--- src/rtl/ptrm_pkg.sv ---
// ----------------------------------------------------------------------------
// ptrm_pkg
// Shared types and codes of the page table run mapper.
// ----------------------------------------------------------------------------
package ptrm_pkg;

  typedef enum logic [1:0] {
    FUNC_LOOKUP = 2'd0,
    FUNC_MAP    = 2'd1,
    FUNC_UNMAP  = 2'd2,
    FUNC_FIND   = 2'd3
  } func_e;

  typedef enum logic [1:0] {
    ST_DONE  = 2'd0,
    ST_NOFIT = 2'd1,
    ST_RANGE = 2'd2
  } status_e;

  localparam int unsigned FrameW = 20;
  localparam int unsigned FlagW  = 8;
  localparam int unsigned EntryW = FrameW + FlagW;
  localparam int unsigned CountW = 13;
  localparam int unsigned PageW  = 12;

  typedef struct packed {
    func_e               func;
    logic [PageW-1:0]    page;
    logic [FrameW-1:0]   frame;
    logic [CountW-1:0]   count;
    logic [FlagW-1:0]    flags;
  } in_t;

  typedef struct packed {
    logic [31:0]         entry;
    logic [PageW-1:0]    found_page;
    status_e             status;
  } out_t;

endpackage

--- src/rtl/ptrm_seq.sv ---
// ----------------------------------------------------------------------------
// ptrm_seq
// Operation sequencer: clears the table after reset, then runs one lookup,
// map, unmap or find at a time against the entry RAM.
// ----------------------------------------------------------------------------
module ptrm_seq #(
  parameter int unsigned Pages = 4096,
  localparam int unsigned AddrW = $clog2(Pages)
) (
  input  logic                          clk_i,
  input  logic                          rst_ni,
  input  logic                          in_valid_i,
  input  ptrm_pkg::in_t                 in_i,
  output logic                          in_stall_o,
  output logic                          res_valid_o,
  output ptrm_pkg::out_t                res_o,
  input  logic                          res_take_i,
  output logic                          ram_we_o,
  output logic [AddrW-1:0]              ram_waddr_o,
  output logic [ptrm_pkg::EntryW-1:0]   ram_wdata_o,
  output logic                          ram_re_o,
  output logic [AddrW-1:0]              ram_raddr_o,
  input  logic [ptrm_pkg::EntryW-1:0]   ram_rdata_i
);

  // PtrW holds a page index up to and including Pages itself.
  localparam int unsigned PtrW = AddrW + 1;
  // CmpW holds page + count of an input item and Pages.
  localparam int unsigned CmpW = (PtrW > 14) ? PtrW : 14;
  // SubW holds the start page arithmetic of find.
  localparam int unsigned SubW = ((AddrW > ptrm_pkg::CountW) ? AddrW : ptrm_pkg::CountW) + 1;
  localparam logic [CmpW-1:0] PagesCmp = CmpW'(Pages);
  localparam logic [PtrW-1:0] PagesPtr = PtrW'(Pages);
  localparam logic [PtrW-1:0] LastPtr  = PtrW'(Pages - 1);

  typedef enum logic [5:0] {
    S_CLEAR = 6'b000001,
    S_IDLE  = 6'b000010,
    S_LOOK  = 6'b000100,
    S_WRITE = 6'b001000,
    S_FIND  = 6'b010000,
    S_RESP  = 6'b100000
  } state_e;

  state_e                        state_q, state_d;
  logic [PtrW-1:0]               cur_q, cur_d;
  logic [ptrm_pkg::CountW-1:0]   rem_q, rem_d;
  logic [ptrm_pkg::FrameW-1:0]   frame_q, frame_d;
  logic [ptrm_pkg::FlagW-1:0]    flags_q, flags_d;
  logic                          unmap_q, unmap_d;
  logic [ptrm_pkg::CountW-1:0]   run_q, run_d;
  logic                          pend_q, pend_d;
  logic [AddrW-1:0]              pend_addr_q, pend_addr_d;
  ptrm_pkg::out_t                res_q, res_d;

  logic [CmpW-1:0]               page_ext, end_ext;
  logic                          issue;
  logic [ptrm_pkg::CountW-1:0]   run_next;
  logic [SubW-1:0]               start_w;

  assign page_ext = CmpW'(in_i.page);
  assign end_ext  = page_ext + CmpW'(in_i.count);
  assign issue    = cur_q < PagesPtr;
  assign run_next = ram_rdata_i[0] ? '0 : run_q + 1'b1;
  assign start_w  = SubW'(pend_addr_q) + SubW'(1) - SubW'(rem_q);

  always_comb begin
    state_d     = state_q;
    cur_d       = cur_q;
    rem_d       = rem_q;
    frame_d     = frame_q;
    flags_d     = flags_q;
    unmap_d     = unmap_q;
    run_d       = run_q;
    pend_d      = pend_q;
    pend_addr_d = pend_addr_q;
    res_d       = res_q;
    ram_we_o    = 1'b0;
    ram_waddr_o = cur_q[AddrW-1:0];
    ram_wdata_o = '0;
    ram_re_o    = 1'b0;
    ram_raddr_o = cur_q[AddrW-1:0];

    unique case (state_q)
      S_CLEAR: begin
        ram_we_o = 1'b1;
        cur_d    = cur_q + 1'b1;
        if (cur_q == LastPtr) begin
          state_d = S_IDLE;
        end
      end

      S_IDLE: begin
        if (in_valid_i) begin
          res_d.entry      = '0;
          res_d.found_page = '0;
          res_d.status     = ptrm_pkg::ST_DONE;
          rem_d            = in_i.count;
          frame_d          = in_i.frame;
          flags_d          = in_i.flags;
          unmap_d          = in_i.func == ptrm_pkg::FUNC_UNMAP;
          unique case (in_i.func)
            ptrm_pkg::FUNC_LOOKUP: begin
              if (page_ext < PagesCmp) begin
                ram_re_o    = 1'b1;
                ram_raddr_o = AddrW'(page_ext);
                state_d     = S_LOOK;
              end else begin
                res_d.status = ptrm_pkg::ST_RANGE;
                state_d      = S_RESP;
              end
            end
            ptrm_pkg::FUNC_MAP, ptrm_pkg::FUNC_UNMAP: begin
              if (in_i.count == '0) begin
                state_d = S_RESP;
              end else if (end_ext > PagesCmp) begin
                res_d.status = ptrm_pkg::ST_RANGE;
                state_d      = S_RESP;
              end else begin
                cur_d   = PtrW'(page_ext);
                state_d = S_WRITE;
              end
            end
            ptrm_pkg::FUNC_FIND: begin
              res_d.status = ptrm_pkg::ST_NOFIT;
              if (in_i.count == '0 || page_ext >= PagesCmp) begin
                state_d = S_RESP;
              end else begin
                cur_d   = PtrW'(page_ext);
                run_d   = '0;
                pend_d  = 1'b0;
                state_d = S_FIND;
              end
            end
          endcase
        end
      end

      S_LOOK: begin
        res_d.entry = {ram_rdata_i[ptrm_pkg::EntryW-1:ptrm_pkg::FlagW], 4'b0000,
                       ram_rdata_i[ptrm_pkg::FlagW-1:0]};
        state_d     = S_RESP;
      end

      S_WRITE: begin
        ram_we_o    = 1'b1;
        ram_wdata_o = unmap_q ? '0 : {frame_q, flags_q};
        cur_d       = cur_q + 1'b1;
        frame_d     = frame_q + 1'b1;
        rem_d       = rem_q - 1'b1;
        if (rem_q == ptrm_pkg::CountW'(1)) begin
          state_d = S_RESP;
        end
      end

      S_FIND: begin
        // Reads stream one entry per cycle; the entry read in the previous
        // cycle is scored against the free run length here.
        if (issue) begin
          ram_re_o = 1'b1;
          cur_d    = cur_q + 1'b1;
        end
        pend_d      = issue;
        pend_addr_d = cur_q[AddrW-1:0];
        if (pend_q) begin
          run_d = run_next;
          if (run_next == rem_q) begin
            res_d.status     = ptrm_pkg::ST_DONE;
            res_d.found_page = start_w[ptrm_pkg::PageW-1:0];
            state_d          = S_RESP;
          end
        end else if (!issue) begin
          state_d = S_RESP;
        end
      end

      S_RESP: begin
        if (res_take_i) begin
          state_d = S_IDLE;
        end
      end

      default: begin
        state_d = S_IDLE;
      end
    endcase
  end

  always_ff @(posedge clk_i or negedge rst_ni) begin
    if (!rst_ni) begin
      state_q <= S_CLEAR;
      cur_q   <= '0;
      pend_q  <= 1'b0;
    end else begin
      state_q <= state_d;
      cur_q   <= cur_d;
      pend_q  <= pend_d;
    end
  end

  always_ff @(posedge clk_i) begin
    rem_q       <= rem_d;
    frame_q     <= frame_d;
    flags_q     <= flags_d;
    unmap_q     <= unmap_d;
    run_q       <= run_d;
    pend_addr_q <= pend_addr_d;
    res_q       <= res_d;
  end

  assign in_stall_o  = state_q != S_IDLE;
  assign res_valid_o = state_q == S_RESP;
  assign res_o       = res_q;

endmodule

--- config.mk ---
export PLATFORM = sky130hd
export DESIGN_NAME = ptrm_seq
export DESIGN_NICKNAME = d
export VERILOG_FILES = /design/src/rtl/ptrm_pkg.sv /design/src/rtl/ptrm_seq.sv
export SDC_FILE = /design/constraint.sdc
export NUM_CORES = 1
export LEC_CHECK = 0
export BUFFER_PORTS_ARGS = -buffer_cell sky130_fd_sc_hd__buf_2
export CELL_PAD_IN_SITES_DETAIL_PLACEMENT = 0
export CELL_PAD_IN_SITES_GLOBAL_PLACEMENT = 1
export CORE_MARGIN = 4
export CORE_UTILIZATION = 38
export CTS_CLUSTER_DIAMETER = 60
export DETAILED_ROUTE_END_ITERATION = 8
export PLACE_DENSITY_LB_ADDON = 0.1
export REMOVE_ABC_BUFFERS = 1
export SKIP_LAST_GASP = 1
export SLEW_MARGIN = 20
export SYNTH_ARGS = -nofsm -noshare
export SYNTH_HDL_FRONTEND = slang
export SYNTH_SLANG_ARGS = --single-unit
--- constraint.sdc ---
create_clock -name clk_i -period 3.3 [get_ports clk_i]
set_input_delay 0.165 -clock clk_i [delete_from_list [all_inputs] [get_ports clk_i]]
set_output_delay 0.165 -clock clk_i [all_outputs]
set_load 0.01 [all_outputs]
==> results of run 1 <==
==> metal layers <==
layer / wire [µm] / share of wire / vias up
li1: - / - / 3401
met1: 10300 / 0.46 / 3095
met2: 10400 / 0.47 / 206
met3: 1310 / 0.059 / 15
met4: 238 / 0.011 / 0
met5: 0 / 0 / -
==> kinds of logic (layout without fill, tap and decap cells) <==
group           Yosys count  count (layout)  synth area share
simple gates            336             336             0.218
compound gates          164             164             0.130
flops                   129             129             0.460
buf+inv                  81             303            0.0445
xor+xnor                 49              49            0.0540
fa+ha+maj                43              43            0.0674
mux                      19              19            0.0253
other cells               1               4          0.000457
==> how the worst min path moves through the flow <==
stage | slack, ps | to | startpoint | depth (start not counted)
final | 20 | frame_q[4] | in_i[25] | 3
after detailed placement | 160 | cur_q[9] | rst_ni | 1
after floorplan | -130 | cur_q[0] | rst_ni | 0
after CTS | 0.7 | res_o[37] | ram_rdata_i[19] | 2
after global placement | 150 | cur_q[9] | rst_ni | 1
after global routing | 1 | frame_q[15] | in_i[36] | 3
==> sequential cells by signal, summed over array words and instances, names as in the netlist <==
register	count
run_q	13
rem_q	13
unmap_q	1
state_q	6
pend_q	1
cur_q	13
flags_q	8
frame_q	20
pend_addr_q	12
res_o	42
==> area by class of cell <==
cell class                      instances  area, µm²  area share
Tap cell                              275        344      0.0335
Timing Repair Buffer                  230       1340       0.131
Clock inverter                         15        145      0.0141
Clock buffer                           17        425      0.0415
Inverter                               41        154      0.0150
Sequential cell                       129       3770       0.368
Multi-Input combinational cell        615       4080       0.397
==> power by group through the flow <==
stage          clock, mW  sequential, mW  combinational, mW
6_report            1.81            2.81               2.85
5_1_grt             1.94            2.89               3.22
4_1_cts             1.87            2.81               2.87
3_5_place_dp           0            2.85               2.83
3_3_place_gp           0            2.84               2.84
2_1_floorplan          0            2.86               1.70
==> per-stage QoR <==
stage	setup WS [ps]	cells	instance area, µm²
after global routing	-10.6	1322	10300
after detailed placement	77.8	1265	9440
after CTS	174	1322	10300
after global placement	97.0	1265	9440
final	330	1322	10300
after floorplan	-352	785	8000
==> placed cells by master (no fill, tap or decap), drive strengths merged, types with 16 or more instances in the layout <==
cell,n
nor2,60
clkbuf,17
o21ai,59
nand4,16
edfxtp,109
and2,66
ha,41
dlygate4sd3,25
inv,48
nand3,28
buf,205
nor3,23
nand2,74
xnor2,34
a21oi,39
dfrtp,19
==> worst reg2reg max path, cell delays in order (launching register included) <==
cell and delay (ps):
edfxtp_1 400, ha_1 300, inv_1 60, ha_1 160
inv_1 60, fa_1 370, nor2b_1 160, o21ai_0 120
a21boi_0 260, o21ai_0 140, a21boi_1 200, o21ai_1 110
a21oi_1 180, or3_1 130, a21oi_1 60
==> what timing repair did <==
item | in CTS | in global routing
endpoints found under the hold margin | 43 | 0
gates resized for setup | 0 | 3
setup endpoints to repair | 0 | 12
hold buffers | 25 | 0
==> qor.yml, run 1 <==
placed_design:
  port_buffers: 184
  hpwl_mm: 17.1
  place_congestion: 0.846
worst_setup_path:
  crit_end: "res_o[13]"
  cp.depth: 14
  cpPeakStageDelay_ps: 400
  crit_family: "compound AO/OA/AOI/OAI gates"
  criticalPathCategory: "reg -> reg"
  arrival_ps: 3130
  timing.rr.end: "res_o[13]"
  start_kind: "flip-flop"
  worst_r2r_startpoint: "rem_q[1]"
  r2r_slack_ps: 330
  required_ps: 3460
  path_cells: "ha_1 > inv_1 > ha_1 > inv_1 > fa_1 > nor2b_1 > o21ai_0 > a21boi_0 > o21ai_0 > a21boi_1 > o21ai_1 > a21oi_1 > or3_1 > a21oi_1"
  cp_num_buf_inv: 2
  crit_path_top_delay_cell: "edfxtp_1"
  cp_max_fo: 2
  r2r_cells: 14
  startpoint: "rem_q[1]"
  setup.worst_path.end_class: "flip-flop"
global_routing:
  antenna_found_initial: 0
  grt.met2_usage: 0.298
  first_global_vias: 6691
  grt_pass1_wl_mm: 35.7
  use_met3: 0.0426
  grt_start_max_net_pins: 31
  grt_overflow_total: 0
  met1_usage: 0.263
  grt.busiest_layer: "met2"
  grt_usage: 0.188
power_and_ir_drop:
  vdd_ir_drop_max_uv: 464
  p_leak_nw: 4.35
  combPwrFrac: 0.381
  clock_power_share: 0.243
  powerDensity_mw_per_mm2: 729
  power_mw: 7.48
  netSwitchingFraction: 0.389
  intPower_mw: 4.57
  p_seq_frac: 0.376
  p_sw_mw: 2.91
drt:
  post_drt_wl_per_cell_um: 16.8
  drc: 0
  drtPass1Iterations: 5
  drt_iter0_drc: 471
  drtAntennaViolNets: 0
  vias_per_cell: 5.08
  vias: 6717
  wirelength_mm: 22.2
die:
  dieArea_mm2: 0.0240
  io_pins: 189
  initial_core_util: 0.388
  core_area_mm2: 0.0212
  die_y_um: 155
  die_w_um: 155
  fp-row-count: 53
clock_network:
  numCtsBuffers: 17
  clock_latency_ps: 420
  root_buffer: "clkbuf_16"
  h-tree-depth: 4
  clock-sinks: 129
  post_cts_buffers: 0
  cts.path.max_buffers: 2
  cts.clk_slew.worst_paths_ps: 70
  tritoncts: "yes"
final_layout:
  antenna_cells: 0
  syn_to_final_growth_pct: 25.1
  fin_util: 0.485
  num-nets-final: 1164
  drive_gt1_frac: 0.256
  nFillCells: 2070
yosys:
  yosysWarnings: 0
  syn_area_mm2: 0.00820
  netlist_instances: 822
  async_reset_ff_frac: 0.155
  ys_types: 77
  synth_commonest_cells: "edfxtp_1 (109), nand2_1 (74), and2_1 (65)"
  ys_seq_elements: 129
  avgSynthCellArea_um2: 9.98
  synth_area_leaders: "edfxtp_1 (40%), ha_1 (6.3%), dfrtp_1 (5.8%)"
  synth-main-ff-cell: "edfxtp_1"
  yosysMostFrequentCell: "edfxtp_1"
  yosysTopAreaCellShare: 0.399
  seq_area_frac_synth: 0.460
  yosysTopAreaCell: "edfxtp_1"
  synth_edf_count: 109
sta:
  period_minus_slack_ps: 2970
  finalSetupViolations: 0
  fmax_ghz: 0.337
  worst_pin_slew_ps: 676
  period_share: 0.900
  tns_ps: 0
  finClkSkew_ps: 9.72
  hold_viol_final: 0
  slew_headroom: 0.549
  drv_slew: 0
  rsz0062_at_grt: "yes"
  whs_ps: 18.7
run:
  cap_violations: 0
worst_hold_path:
  hp-class: "in -> reg"
status:
  outcome: "finished clean"
Power figures use the tool's default switching activity.
==> run 2, diff against run 1 <==
--- a/config.mk
+++ b/config.mk
@@ -6,12 +6,14 @@
 export NUM_CORES = 1
 export LEC_CHECK = 0
 export BUFFER_PORTS_ARGS = -buffer_cell sky130_fd_sc_hd__buf_2
+export CAP_MARGIN = 40
 export CELL_PAD_IN_SITES_DETAIL_PLACEMENT = 0
 export CELL_PAD_IN_SITES_GLOBAL_PLACEMENT = 1
 export CORE_MARGIN = 4
-export CORE_UTILIZATION = 38
+export CORE_UTILIZATION = 42
 export CTS_CLUSTER_DIAMETER = 60
 export DETAILED_ROUTE_END_ITERATION = 8
+export GPL_TIMING_DRIVEN = 1
 export PLACE_DENSITY_LB_ADDON = 0.1
 export REMOVE_ABC_BUFFERS = 1
 export SKIP_LAST_GASP = 1
==> constraint.sdc (replaced) <==
create_clock -name clk_i -period 2.93 [get_ports clk_i]
set_input_delay 0.1465 -clock clk_i [delete_from_list [all_inputs] [get_ports clk_i]]
set_output_delay 0.1465 -clock clk_i [all_outputs]
set_load 0.01 [all_outputs]
==> run 2 against run 1 <==
Against the previous run:
- die area is 9.0% lower
- non-clock buffer count grew 53
- highest routed layer unchanged
- final area increased by 4.5%
- wire length grew 0.13%
==> qor.yml, run 2 (same netlist as run 1, synthesis figures left out) <==
worst_setup_path:
  required_ps: 2780  # -680 ps
  startpoint: "state_q[3]"
  worst_r2r_startpoint: "rem_q[1]"
  start_kind: "flip-flop"
  arrival_ps: 2580  # -550 ps
  criticalPathCategory: "reg -> out"
  cp_max_fo: 15  # +13
  setup.worst_path.end_class: "primary output"
final_layout:
  largest_reg_flops: 42  # unchanged
  nFillCells: 1734  # -16%
  mostFrequentLayoutCells: "buf_2 (184), edfxtp_1 (109), nand2_1 (73), and2_1 (65), nor2_1 (59)"
  drive_gt1_frac: 0.282  # +0.0256
  final_common_cell: "buf_2"
  num-nets-final: 1218  # +4.6%
  syn_to_final_growth_pct: 30.8
  fin_util: 0.566  # +0.0808
  antenna_cells: 0  # unchanged
drt:
  routed.top_layer: "met4"
  vias_per_cell: 5.06  # -0.41%
  drc: 0  # unchanged
  drtAntennaViolNets: 0  # unchanged
  wirelength_mm: 22.3  # +0.13%
  wl_met3_mm: 1.14  # -13%
  wl_met2_mm: 10.7  # +3.3%
  post_drt_wl_per_cell_um: 16.4  # -2.7%
  drtPass1Iterations: 5  # unchanged
  drt_iter0_drc: 438  # -7.0%
  vias: 6887  # +2.5%
  met1Wirelength_mm: 10.3  # -0.70%
sta:
  fmax_ghz: 0.366
  hold_viol_final: 0  # unchanged
  tns_ps: 0  # unchanged
  finClkSkew_ps: 11.7  # +2.02 ps
  period_minus_slack_ps: 2730
  finalSetupViolations: 0  # unchanged
  drv_slew: 0  # unchanged
  period_share: 0.931
  worst_pin_slew_ps: 635  # -40.3 ps
  rsz0062_at_grt: "yes"
  slew_headroom: 0.574  # +0.0251
power_and_ir_drop:
  powerDensity_mw_per_mm2: 801  # +9.9%
  vdd_ir_drop_max_uv: 463  # -0.16%
  power_mw: 8.59  # +15%
  p_leak_nw: 4.61  # +6.0%
die:
  die_y_um: 148  # -4.6%
  die_w_um: 148  # -4.6%
  io_pins: 189  # unchanged
  core_area_mm2: 0.0190  # -10%
  initial_core_util: 0.433  # +0.0450
  dieArea_mm2: 0.0218  # -9.0%
  fp-row-count: 50  # -5.7%
placed_design:
  port_buffers: 184  # unchanged
  hpwl_mm: 16.9  # -1.2%
  place_congestion: 0.846  # about the same
run:
  cap_violations: 0  # unchanged
clock_network:
  numCtsBuffers: 17  # unchanged
  clock-sinks: 129  # unchanged
  clock_latency_ps: 420  # about the same
  root_buffer: "clkbuf_16"
  post_cts_buffers: 0  # unchanged
  cts.clk_slew.worst_paths_ps: 60  # about the same
  tritoncts: "yes"
  cts.path.max_buffers: 2  # unchanged
  h-tree-depth: 4  # unchanged
worst_hold_path:
  hp-class: "in -> reg"
  min_from: "ram_rdata_i[25]"
global_routing:
  grt_usage: 0.202  # +0.0146
  first_global_vias: 6757  # +0.99%
  antenna_found_initial: 0  # unchanged
  grt_overflow_total: 0  # unchanged
  grt_pass1_wl_mm: 35.5  # -0.54%
  grt_start_max_net_pins: 30  # -3.2%
status:
  outcome: "finished clean"
run 2: cell types whose count changed in the layout (fill, tap and decap cells not counted), sizes merged:
cell | before | now
clkinvlp | 2 | 4
dlygate4sd3 | 25 | 43
nor2 | 60 | 61
clkinv | 6 | 2
buf | 205 | 240
bufinv | 0 | 1
clkbuf | 17 | 18
run 2: report_power, final:
part,total (mW),internal [mW],switching [mW]
registers,3.15,2.70,0.446
clock network,2.05,1.20,0.852
logic,3.39,1.44,1.96
total,8.59,5.33,3.26
run 2: worst paths after layout:
kind,slack (ps),cells past startpoint,end
min in group asynchronous,230,2,state_q[1]
max in group asynchronous,2350,2,state_q[0]
setup reg to reg,210,14,res_o[13]
hold reg to reg,580,0,pend_addr_q[4]
setup / recovery,200,7,ram_raddr_o[3]
hold / removal,20,2,res_o[43]
run 2: critical path: stages (launching register included):
cell and delay (ps):
dfrtp_1 400, nor4_1 410, and3b_2 340, nand2_1 120, inv_1 220, nand2_4 190, mux2_2 340, buf_2 150
run 2: timing repair:
item,in CTS,in global routing
setup endpoints to repair,13,37
resized for setup,3,14
cloned,0,1
hold buffers,43,0
pin swaps,0,4
hold endpoints to repair,61,0
run 2: layout make-up:
| type | instances | area, µm² | share of cell area |
|---|---|---|---|
| clock buffers | 18 | 429 | 0.0400 |
| multi-input cells | 616 | 4120 | 0.384 |
| repair buffers | 283 | 1780 | 0.166 |
| well taps | 260 | 325 | 0.0303 |
| clock inverters | 14 | 144 | 0.0134 |
| inverters | 41 | 154 | 0.0143 |
| flip-flops and latches | 129 | 3770 | 0.352 |
run 2: stage by stage:
stage / hold WS, ps / setup slack (ps) / cell area [µm²] / std cells
after floorplan: -149 / -722 / 8000 / 785
after global placement: 133 / -175 / 9670 / 1285
after detailed placement: 134 / -178 / 9670 / 1285
after CTS: 1.00 / 7.57 / 10700 / 1360
after global routing: 3.85 / -34.3 / 10700 / 1361
final: 20.0 / 201 / 10700 / 1361
run 2: per-layer routing:
layer,up-vias,track usage
met5,-,0
met4,0,0.0475
met3,15,0.0380
met2,190,0.335
met1,3173,0.277
li1,3509,-
